File: config.mk
export PLATFORM = sky130hd
export DESIGN_NAME = ttp_ctrl
export DESIGN_NICKNAME = d
export VERILOG_FILES = /design/src/rtl/core/ttp_pkg.sv /design/src/rtl/core/ttp_ctrl.sv
export SDC_FILE = /design/constraint.sdc
export NUM_CORES = 1
export LEC_CHECK = 0
export ABC_AREA = 1
export BUFFER_PORTS_ARGS = -buffer_cell sky130_fd_sc_hd__buf_4
export CORE_AREA = 4 4 41 43
export CTS_CLUSTER_DIAMETER = 80
export DETAILED_ROUTE_END_ITERATION = 12
export DIE_AREA = 0 0 45 47
export PLACE_DENSITY = 0.31
export SLEW_MARGIN = 0
export SYNTH_ARGS = -nofsm -noshare
export SYNTH_HDL_FRONTEND = slang
export SYNTH_SLANG_ARGS = --single-unit
File: constraint.sdc
create_clock -name clk -period 2.07 [get_ports clk]
set_input_delay 0.207 -clock clk [delete_from_list [all_inputs] [get_ports clk]]
set_output_delay 0.207 -clock clk [all_outputs]
set_load 0.02 [all_outputs]
File: src/rtl/core/ttp_pkg.sv
// ----------------------------------------------------------------------------
// ttp_pkg
// Shared types and constants of the transposition table probe.
// ----------------------------------------------------------------------------
package ttp_pkg;

  localparam int unsigned TABLE_ENTRIES = 4096;
  localparam int unsigned INDEX_W       = $clog2(TABLE_ENTRIES);

  localparam int unsigned KEY_W   = 64;
  localparam int unsigned SCORE_W = 16;
  localparam int unsigned DEPTH_W = 6;
  localparam int unsigned MOVE_W  = 16;
  localparam int unsigned BOUND_W = 2;

  localparam logic OP_LOOKUP = 1'b0;
  localparam logic OP_STORE  = 1'b1;

  localparam logic [BOUND_W-1:0] BOUND_EXACT = 2'd0;
  localparam logic [BOUND_W-1:0] BOUND_LOWER = 2'd1;
  localparam logic [BOUND_W-1:0] BOUND_UPPER = 2'd2;

  typedef struct packed {
    logic [KEY_W-1:0]   key;
    logic [SCORE_W-1:0] score;
    logic [DEPTH_W-1:0] depth;
    logic [MOVE_W-1:0]  move;
    logic [BOUND_W-1:0] bound;
  } ttp_slot_t;

  typedef enum logic [1:0] {
    ST_CLEAR,
    ST_IDLE,
    ST_CHECK
  } ttp_state_t;

  typedef struct packed {
    logic clear_en;
    logic accept;
    logic check;
  } ttp_cmd_t;

  typedef struct packed {
    logic clear_last;
  } ttp_status_t;

endpackage

File: src/rtl/core/ttp_ctrl.sv
// ----------------------------------------------------------------------------
// ttp_ctrl
// Sequencer: clearing sweep after reset, item acceptance, lookup check step.
// ----------------------------------------------------------------------------
module ttp_ctrl (
  input  logic                 clk,
  input  logic                 rst,
  input  logic                 start,
  input  logic                 operation,
  input  ttp_pkg::ttp_status_t status,
  output ttp_pkg::ttp_cmd_t    cmd,
  output logic                 busy
);
  import ttp_pkg::*;

  ttp_state_t state;
  ttp_state_t state_next;

  always_ff @(posedge clk) begin
    if (rst) begin
      state <= ST_CLEAR;
    end else begin
      state <= state_next;
    end
  end

  always_comb begin
    state_next = state;
    cmd        = '0;
    busy       = 1'b1;
    unique case (state)
      ST_CLEAR: begin
        cmd.clear_en = 1'b1;
        if (status.clear_last) begin
          state_next = ST_IDLE;
        end
      end
      ST_IDLE: begin
        busy       = 1'b0;
        cmd.accept = start;
        // a store finishes at the accept edge; a lookup needs the check step
        if (start && (operation == OP_LOOKUP)) begin
          state_next = ST_CHECK;
        end
      end
      ST_CHECK: begin
        cmd.check  = 1'b1;
        state_next = ST_IDLE;
      end
      default: begin
        state_next = ST_CLEAR;
      end
    endcase
  end

endmodule

# Word level (Yosys, flattened, before mapping)
# Cells that the tools add are included.
# word_totals
register_bits,2
inputBits,5
output_inout_bits,4
word_cells,16
# classes
eq_ne,4
n_mux,7
n_bitwise,1
n_reduce_logical,3
# ops
op,count
$pmux W2 S3,1
$mux W1,4
$mux W2,2
$ne A2 B2 Y1 const B,2
$eq A2 B1 Y1 const B,1
$eq A2 B2 Y1 const B,1
$logic_not A2 Y1,1
$reduce_and A2 Y1,1
$logic_and A1 B1 Y1,1
$not A1 Y1,1

# Depth between registers and ports, before layout
# Gate-level depths: netlist of the first run.
# logic_depth
ltp_word,4
mapped_depth,4

# Least setup slack after synthesis of the first run
# Ideal clock, no wire load.
# synth_path
path_type,flip-flop to output port
startpoint,register state[1]
endpoint,output port cmd[1] (netlist name)
arrival_time_ps,861
required_time_ps,1863
path_slack_ps,1002
path_stages_with_launch,4
cell_sequence,dfxtp_1 > inv_1 > nand2_1 > nor2_1
# synth_rtl
element,line,rtl
"start, declared",ttp_ctrl.sv:16,ttp_state_t state;
"start signal, assigned",ttp_ctrl.sv:23,state <= state_next;
"end, declared",ttp_ctrl.sv:11,"output ttp_pkg::ttp_cmd_t cmd,"

==> results of run 1 <==
logic make-up (layout without fill, tap and decap cells):
logic type,after synthesis,in the layout,synth area share (%)
AOI/OAI and AO/OA,2,2,10.4
buffers and inverters,4,15,15.6
DFF,2,2,41.6
and+or+nand+nor,8,8,32.5
critical path, stage by stage (launching register included):
cell     delay (ns)
dfxtp_1        0.36
inv_1          0.07
nand2_1        0.11
nor2_1         0.06
buf_4          0.15
final timing paths:
check / from / end / slack, ns / cells past startpoint
setup / recovery: state[1] / cmd[1] / 0.90 / 4
setup reg to reg: state[1] / state[1] / 1.32 / 3
hold reg to reg: state[1] / state[0] / 0.55 / 3
hold / removal: rst / state[0] / 0.15 / 2
layout make-up:
class                   count  area [um2]  area share (%)
flip-flops and latches      2        40.0            20.3
multi-input cells          10        41.3            20.9
inverters                   4        15.0            7.59
clock buffers               3        22.5            11.4
repair buffers              8        60.1            30.4
well taps                  15        18.8            9.49
placed cells by master (no fill, tap or decap):
cell and n:
nor2_1 4, clkbuf_4 3, inv_1 4, buf_4 8
dfxtp_1 2, nand2_1 3, nor3_1 1, o21ai_0 1
a21oi_1 1
per-layer routing:
layer	GRT usage (%)	routed length [um]	part of all wire [%]	up-vias
met2	4.80	114	36	11
met5	0	0	0	-
li1	-	-	-	70
met3	4.98	59	19	0
met4	5.26	0	0	0
met1	4.51	138	44	53
where the power goes:
group / switching (mW) / internal (mW) / leakage, nW / total [mW]
Combinational: 0.0156 / 0.0144 / 0.0717 / 0.0300
Sequential: 0.00189 / 0.0411 / 0.0164 / 0.0430
Clock: 0.0202 / 0.0637 / 0.0138 / 0.0839
metrics by stage:
stage	setup slack (ns)	cell area, um2
global route	0.755	198
detailed placement	1.13	175
global placement	1.14	175
finish	0.899	198
CTS	0.884	198
floorplan	1.00	96.3
==> results.yml, run 1 <==
run_status:
  status: "finished clean"
drt:
  wl_per_cell_um: 7.45
  drt_iter0_drc: 3
  vias: 134
  drt_wl_total_um: 313
  dr.pass1.iters: 2
  drc: 0
  ant_nets: 0
  avgViaCountPerCell: 3.19
cts:
  ctsHoldBuffers: 0
  cts_buffer_depth: 2
  cts_tree: "built"
  cts_setup_buffers: 0
  postCtsResizedCells: 0
  cts_sinks: 2
  htreeDepth: 1
  cts_buffers: 3
  root_buffer: "clkbuf_4"
  clock_latency_ns: 0.22
  cts.clk_slew.worst_paths_ns: 0.03
power_and_ir_drop:
  powerDensity_mw_per_mm2: 794
  ir_worst_vdd_uv: 238
  power_mw: 0.157
  leakagePower_nw: 0.102
finish:
  antenna_cells: 0
  regMostFlops: "state"
  instances_no_fill: 42
  area_growth_pct: 105
  top_regs: "state: 2 flops"
  largest_register_ffs: 2
  postLayoutCoreUtil_pct: 15.2
  layout-drive-gt1-share_pct: 40.7
  nFillCells: 159
  nets: 34
synthesis:
  ys_seq_elements: 2
  synth_area_leader_cell: "dfxtp_1"
  synth_top_area_share_pct: 41.6
  synth_area_um2: 96.3
  ys.flop_type: "dfxtp_1"
  ys.warnings.count: 0
  yosysSeqAreaShare_pct: 41.6
  yosys-top-cells-count: "inv_1 (4), nor2_1 (4), nand2_1 (3)"
  syn_inst: 16
  synth_cell_types: 7
  async_flop_share_pct: 0
  synth_nets: 21
  synth_edf_count: 0
  syn_area_per_cell_um2: 6.02
  synthTopCellsByArea: "dfxtp_1 (42%), inv_1 (16%), nor2_1 (16%), nand2_1 (12%), a21oi_1 (5.2%)"
sta:
  finClkSkew_ns: 0.00376
  fin_crit_ns: 1.17
  slew_headroom_pct: 89.4
  fin_setup_tns_ns: 0
  setup_violations: 0
  tightest_slew_ns: 0.158
  hold_slack_ns: 0.146
  hold_viol: 0
  rsz0062_at_grt: "no"
  max_freq_ghz: 0.854
  finalMaxSlewViolations: 0
  period_share_pct: 56.6
global_routing:
  grt_overflow: 0
  grt_max_degree: 5
  grt_usage_pct: 4.65
  antenna_found_initial: 0
  grt_pass1_wl_um: 600
  grt_pass1_vias: 147
floorplanning:
  die-area_mm2: 0.00212
  die_h_um: 47
  rows: 13
  initial_core_util_pct: 7.40
  core-area_mm2: 0.00130
  die_w_um: 45
  io_pins: 9
critical_path:
  cp.required_ns: 1.86
  critPathKind: "flop to output port"
  end_kind: "output port"
  crit_arrival_ns: 0.96
  cp-start-kind: "flop"
  crit_fanout: 4
run:
  cap_viol_max_count: 0
hold_path:
  hold_class: "input port to flop"
place:
  port_buffers: 8
  gp_congestion: 0.605
  dp.cells: 39
No activity file was read; power rests on OpenSTA's default activity.
==> inputs of run 2 (changes only) <==
--- a/config.mk
+++ b/config.mk
@@ -5,13 +5,13 @@
 export SDC_FILE = /design/constraint.sdc
 export NUM_CORES = 1
 export LEC_CHECK = 0
-export ABC_AREA = 1
+export ABC_AREA = 0
 export BUFFER_PORTS_ARGS = -buffer_cell sky130_fd_sc_hd__buf_4
 export CORE_AREA = 4 4 41 43
 export CTS_CLUSTER_DIAMETER = 80
 export DETAILED_ROUTE_END_ITERATION = 12
 export DIE_AREA = 0 0 45 47
-export PLACE_DENSITY = 0.31
+export PLACE_DENSITY = 0.32
 export SLEW_MARGIN = 0
 export SYNTH_ARGS = -nofsm -noshare
 export SYNTH_HDL_FRONTEND = slang
==> constraint.sdc (replaced) <==
create_clock -name clk -period 1.1 [get_ports clk]
set_input_delay 0.11 -clock clk [delete_from_list [all_inputs] [get_ports clk]]
set_output_delay 0.11 -clock clk [all_outputs]
set_load 0.02 [all_outputs]
==> results.yml, run 2 <==
global_routing:
  grt_usage_pct: 4.18
  grt_max_degree: 6
  grt_pass1_wl_um: 565
  grt_overflow: 0
  antenna_found_initial: 0
  grt_pass1_vias: 137
cts:
  cts_tree: "built"
  htreeDepth: 1
  cts.clk_slew.worst_paths_ns: 0.03
  clock_latency_ns: 0.22
  cts_sinks: 2
  root_buffer: "clkbuf_4"
  cts_buffers: 3
  cts_buffer_depth: 2
critical_path:
  cp-start-kind: "flop"
  cp.required_ns: 0.99
  critPathKind: "flop to output port"
  crit_arrival_ns: 0.92
  end_kind: "output port"
  crit_fanout: 5
finish:
  largest_register_ffs: 2
  final_common_cell: "buf_4"
  postLayoutCoreUtil_pct: 16.5
  final_cell_mix: "buf_4 (8), clkbuf_4 (3), dfxtp_2 (2)"
  antenna_cells: 0
  regMostFlops: "state"
  nFillCells: 155
  top_regs: "state: 2 flops"
  nets: 30
  area_growth_pct: 107
  design_area_um2: 215
  layout-drive-gt1-share_pct: 73.9
synthesis:
  synth_top_area_share_pct: 38.6
  synth_edf_count: 0
  synth_top_family_by_area: "simple AND/OR/NAND/NOR gates"
  yosys.area_share.simple_pct: 50.6
  synth_compound_area_share_pct: 7.23
  synth_mux_area_share_pct: 0
  synth_fa_ha_area_share_pct: 0
  synth_cell_types: 9
  yosysSeqAreaShare_pct: 38.6
  synth_nets: 17
  synth_area_leader_cell: "dfxtp_1"
  ys.warnings.count: 0
  synthXorXnorAreaFrac_pct: 0
  synthTopCellsByArea: "dfxtp_1 (39%), nand2b_2 (17%), nor3_2 (9.6%), a211oi_1 (7.2%), nor2_1 (7.2%)"
  async_flop_share_pct: 0
  syn_inst: 12
  yosys-top-cells-count: "dfxtp_1 (2), nand2b_2 (2), nor2_1 (2)"
  syn_area_per_cell_um2: 8.65
  ys_seq_elements: 2
  synth_area_um2: 104
  ys.flop_type: "dfxtp_1"
power_and_ir_drop:
  p_sw_share_pct: 24.8
  p_sw_mw: 0.0758
  powerDensity_mw_per_mm2: 1420
  pwr-share-seq_pct: 27.6
  leakagePower_nw: 0.0961
  internal-power_mw: 0.229
  clkPwrFrac_pct: 53.0
  comb_power_share_pct: 19.4
  ir_worst_vdd_uv: 357
run:
  cap_viol_max_count: 0
drt:
  drt_wl_total_um: 308
  drt_iter0_drc: 2
  drc: 0
  dr.pass1.iters: 2
  wl_per_cell_um: 8.11
  vias: 122
  ant_nets: 0
  avgViaCountPerCell: 3.21
floorplanning:
  rows: 13
  initial_core_util_pct: 7.98
  core-area_mm2: 0.00130
  die_h_um: 47
  io_pins: 9
  die_w_um: 45
  die-area_mm2: 0.00212
place:
  dpl_cell_area_um2: 183
  pre_cts_ws_ns: 0.225
  gp_congestion: 0.532
  port_buffers: 8
sta:
  fin_setup_tns_ns: 0
  fin_crit_ns: 1.03
  finalMaxSlewViolations: 0
  hold_viol: 0
  finClkSkew_ns: 0.00161
  setup_violations: 0
  tightest_slew_ns: 0.160
  rsz0062_at_grt: "no"
  slew_headroom_pct: 89.3
  setup_ws_ns: 0.0744
  max_freq_ghz: 0.975
  period_share_pct: 93.2
run_status:
  status: "finished clean"
hold_path:
  hold_class: "input port to flop"
==> run 2: changes by cell type in the layout (fill, tap and decap cells not counted), moves of 2 or more <==
cell,previous run,this run
inv_1,4,1
nand2_1,3,0
nor2_1,4,1
dfxtp_1,2,0
dfxtp_2,0,2
==> run 2: worst max-delay path, stage by stage, from the launching register on <==
cell	delay (ns)
dfxtp_2	0.32
nand2b_4	0.15
nor2_2	0.08
buf_4	0.14
==> run 2: metal layers <==
metal / vias to the layer above / global-route usage (%) / share of wire [%]
met4: 0 / 3.51 / 0
li1: 63 / - / -
met3: 0 / 3.45 / 8.4
met2: 9 / 4.80 / 39
met1: 50 / 4.75 / 52
met5: - / 0 / 0
==> run 2: layout make-up <==
cell class              instances  area, um2  area share [%]
repair buffers                  8       60.1            27.9
multi-input cells               9       67.6            31.4
flip-flops and latches          2       42.5            19.8
clock buffers                   3       22.5            10.5
well taps                      15       18.8            8.72
inverters                       1       3.75            1.74
==> run 2: cells by family after synthesis <==
group           count (synthesis)
simple gates                    8
compound gates                  1
flops                           2
buf+inv                         1
==> run 2: power groups by stage <==
stage	clock, mW	sequential, mW	combinational [mW]
floorplan	0	0.0822	0.0285
global placement	0	0.0836	0.0574
detailed placement	0	0.0832	0.0579
CTS	0.172	0.0834	0.0598
global route	0.180	0.0854	0.0654
finish	0.162	0.0842	0.0593
==> run 2: what timing repair did <==
action | 4_1_cts | 5_1_grt
buffers inserted | 0 | 0
hold buffers | 0 | 0
cloned | 0 | 0
setup endpoints to repair | 1 | 1
gates resized for setup | 1 | 3
==> run 2: worst paths after layout <==
kind         startpoint       end  slack [ns]  cells after the start
min reg2reg    state[0]  state[0]        0.49                      1
min                 rst  state[1]        0.05                      2
max reg2reg    state[1]  state[0]        0.32                      2
max            state[1]    cmd[1]        0.07                      3
==> run 2: stage by stage <==
step | instances | power (mW) | hold WS [ns]
after floorplan | 12 | 0.111 | 0.180
after global placement | 35 | 0.141 | 0.287
after detailed placement | 35 | 0.141 | 0.287
after CTS | 38 | 0.315 | 0.0483
after global routing | 38 | 0.331 | 0.0429
final | 38 | 0.305 | 0.0486
==> inputs of run 3 (changes only) <==
==> constraint.sdc (replaced) <==
create_clock -name clk -period 1.1 [get_ports clk]
set_input_delay 0.055 -clock clk [delete_from_list [all_inputs] [get_ports clk]]
set_output_delay 0.055 -clock clk [all_outputs]
set_load 0.02 [all_outputs]
==> results.yml, run 3 (synthesis results as in run 2) <==
finish:
  nets: 31
  antenna_cells: 0
  top_regs: "state: 2 flops"
  area_growth_pct: 113
  final_common_cell: "buf_4"
  final_cell_mix: "buf_4 (8), clkbuf_4 (3), nor2_1 (2)"
  largest_register_ffs: 2
  design_area_um2: 221
  regMostFlops: "state"
  layout-drive-gt1-share_pct: 62.5
  instances_no_fill: 39
floorplanning:
  die_w_um: 45
  die-area_mm2: 0.00212
  initial_core_util_pct: 7.98
  rows: 13
  io_pins: 9
  die_h_um: 47
  core-area_mm2: 0.00130
sta:
  max_freq_ghz: 1.01
  period_share_pct: 90.4
  rsz0062_at_grt: "no"
  fin_crit_ns: 0.995
  fin_setup_tns_ns: 0
  setup_violations: 0
  finClkSkew_ns: 0.00143
  hold_viol: 0
  hold_slack_ns: 0.138
  tightest_slew_ns: 0.160
  setup_ws_ns: 0.105
  finalMaxSlewViolations: 0
  slew_headroom_pct: 89.3
drt:
  vias: 126
  drt_wl_total_um: 313
  dr.pass1.iters: 2
  ant_nets: 0
  drt_iter0_drc: 2
  avgViaCountPerCell: 3.23
  wl_per_cell_um: 8.03
  drc: 0
global_routing:
  grt_max_degree: 6
  grt_pass1_wl_um: 607
  grt_overflow: 0
  antenna_found_initial: 0
  grt_usage_pct: 4.42
  grt_pass1_vias: 147
critical_path:
  startpoint: "state[1]"
  reg2reg_from: "state[1]"
  cpPeakStageDelay_ns: 0.32
  crit_arrival_ns: 0.94
  r2r_slack_ns: 0.31
  crit_fanout: 5
  cp-start-kind: "flop"
  reg2reg_depth: 2
  end_kind: "output port"
  crit_chain: "nand2b_4 -> nor2_1 -> buf_4"
  slowest_stage: "dfxtp_1"
  critPathKind: "flop to output port"
  cp.required_ns: 1.04
  reg2reg_to: "state[0]"
  endpoint: "cmd[1]"
place:
  pre_cts_ws_ns: 0.280
  dpl_cell_area_um2: 183
  port_buffers: 8
  dp.cells: 35
  gp_congestion: 0.532
cts:
  cts.clk_slew.worst_paths_ns: 0.03
  cts_tree: "built"
  cts_buffers: 3
  root_buffer: "clkbuf_4"
  cts_buffer_depth: 2
  htreeDepth: 1
  cts_sinks: 2
  clock_latency_ns: 0.22
run_status:
  status: "finished clean"
power_and_ir_drop:
  powerDensity_mw_per_mm2: 1380
  leakagePower_nw: 0.100
  ir_worst_vdd_uv: 372
hold_path:
  hold_class: "input port to flop"
run:
  cap_viol_max_count: 0
==> run 3: how the worst min path moves through the flow <==
stage          startpoint       end  slack, ns  depth (start not counted)
2_1_floorplan         rst  state[1]       0.12                          1
3_3_place_gp          rst  state[1]       0.23                          2
3_5_place_dp          rst  state[1]       0.23                          2
4_1_cts         operation  state[1]       0.13                          3
5_1_grt         operation  state[1]       0.15                          3
6_report        operation  state[1]       0.14                          3
==> run 3: repair_timing <==
| action | in CTS | in global routing |
|---|---|---|
| gates resized for setup | 0 | 2 |
| buffers inserted | 0 | 0 |
| hold buffers | 1 | 0 |
| endpoints found under the setup margin | 0 | 1 |
| endpoints found under the hold margin | 2 | 0 |
==> run 3: area by class of cell <==
class                           instances  area [um2]
Fill cell                             156        1080
Timing Repair Buffer                    9        70.1
Multi-Input combinational cell          9        65.1
Sequential cell                         2        41.3
Clock buffer                            3        22.5
Tap cell                               15        18.8
Inverter                                1        3.75
==> run 3: power breakdown <==
group	leakage, nW	switching (mW)	total, mW	internal, mW
combinational	0.0695	0.0280	0.0608	0.0328
sequential	0.0167	0.00609	0.0840	0.0779
clock	0.0138	0.0414	0.162	0.120
total	0.100	0.0756	0.307	0.231
==> run 3: routing by layer <==
metal	GRT usage, %	share of wire (%)	vias to the layer above
met2	5.37	42	9
li1	-	-	64
met1	4.98	49	53
met3	3.45	9.6	0
met4	3.51	0	0
met5	0	0	-
==> run 3: metrics by stage <==
| stage | power [mW] | util (%) |
|---|---|---|
| after floorplan | 0.111 | - |
| after global placement | 0.141 | 14.0 |
| after detailed placement | 0.141 | 14.0 |
| after CTS | 0.315 | 16.5 |
| after global routing | 0.333 | 17.0 |
| final | 0.307 | 17.0 |
==> run 3: critical path, delay by kind of cell, from the launching register on <==
family        cells  cell delay, ns
flops             1            0.32
simple gates      2            0.25
buf+inv           1            0.15
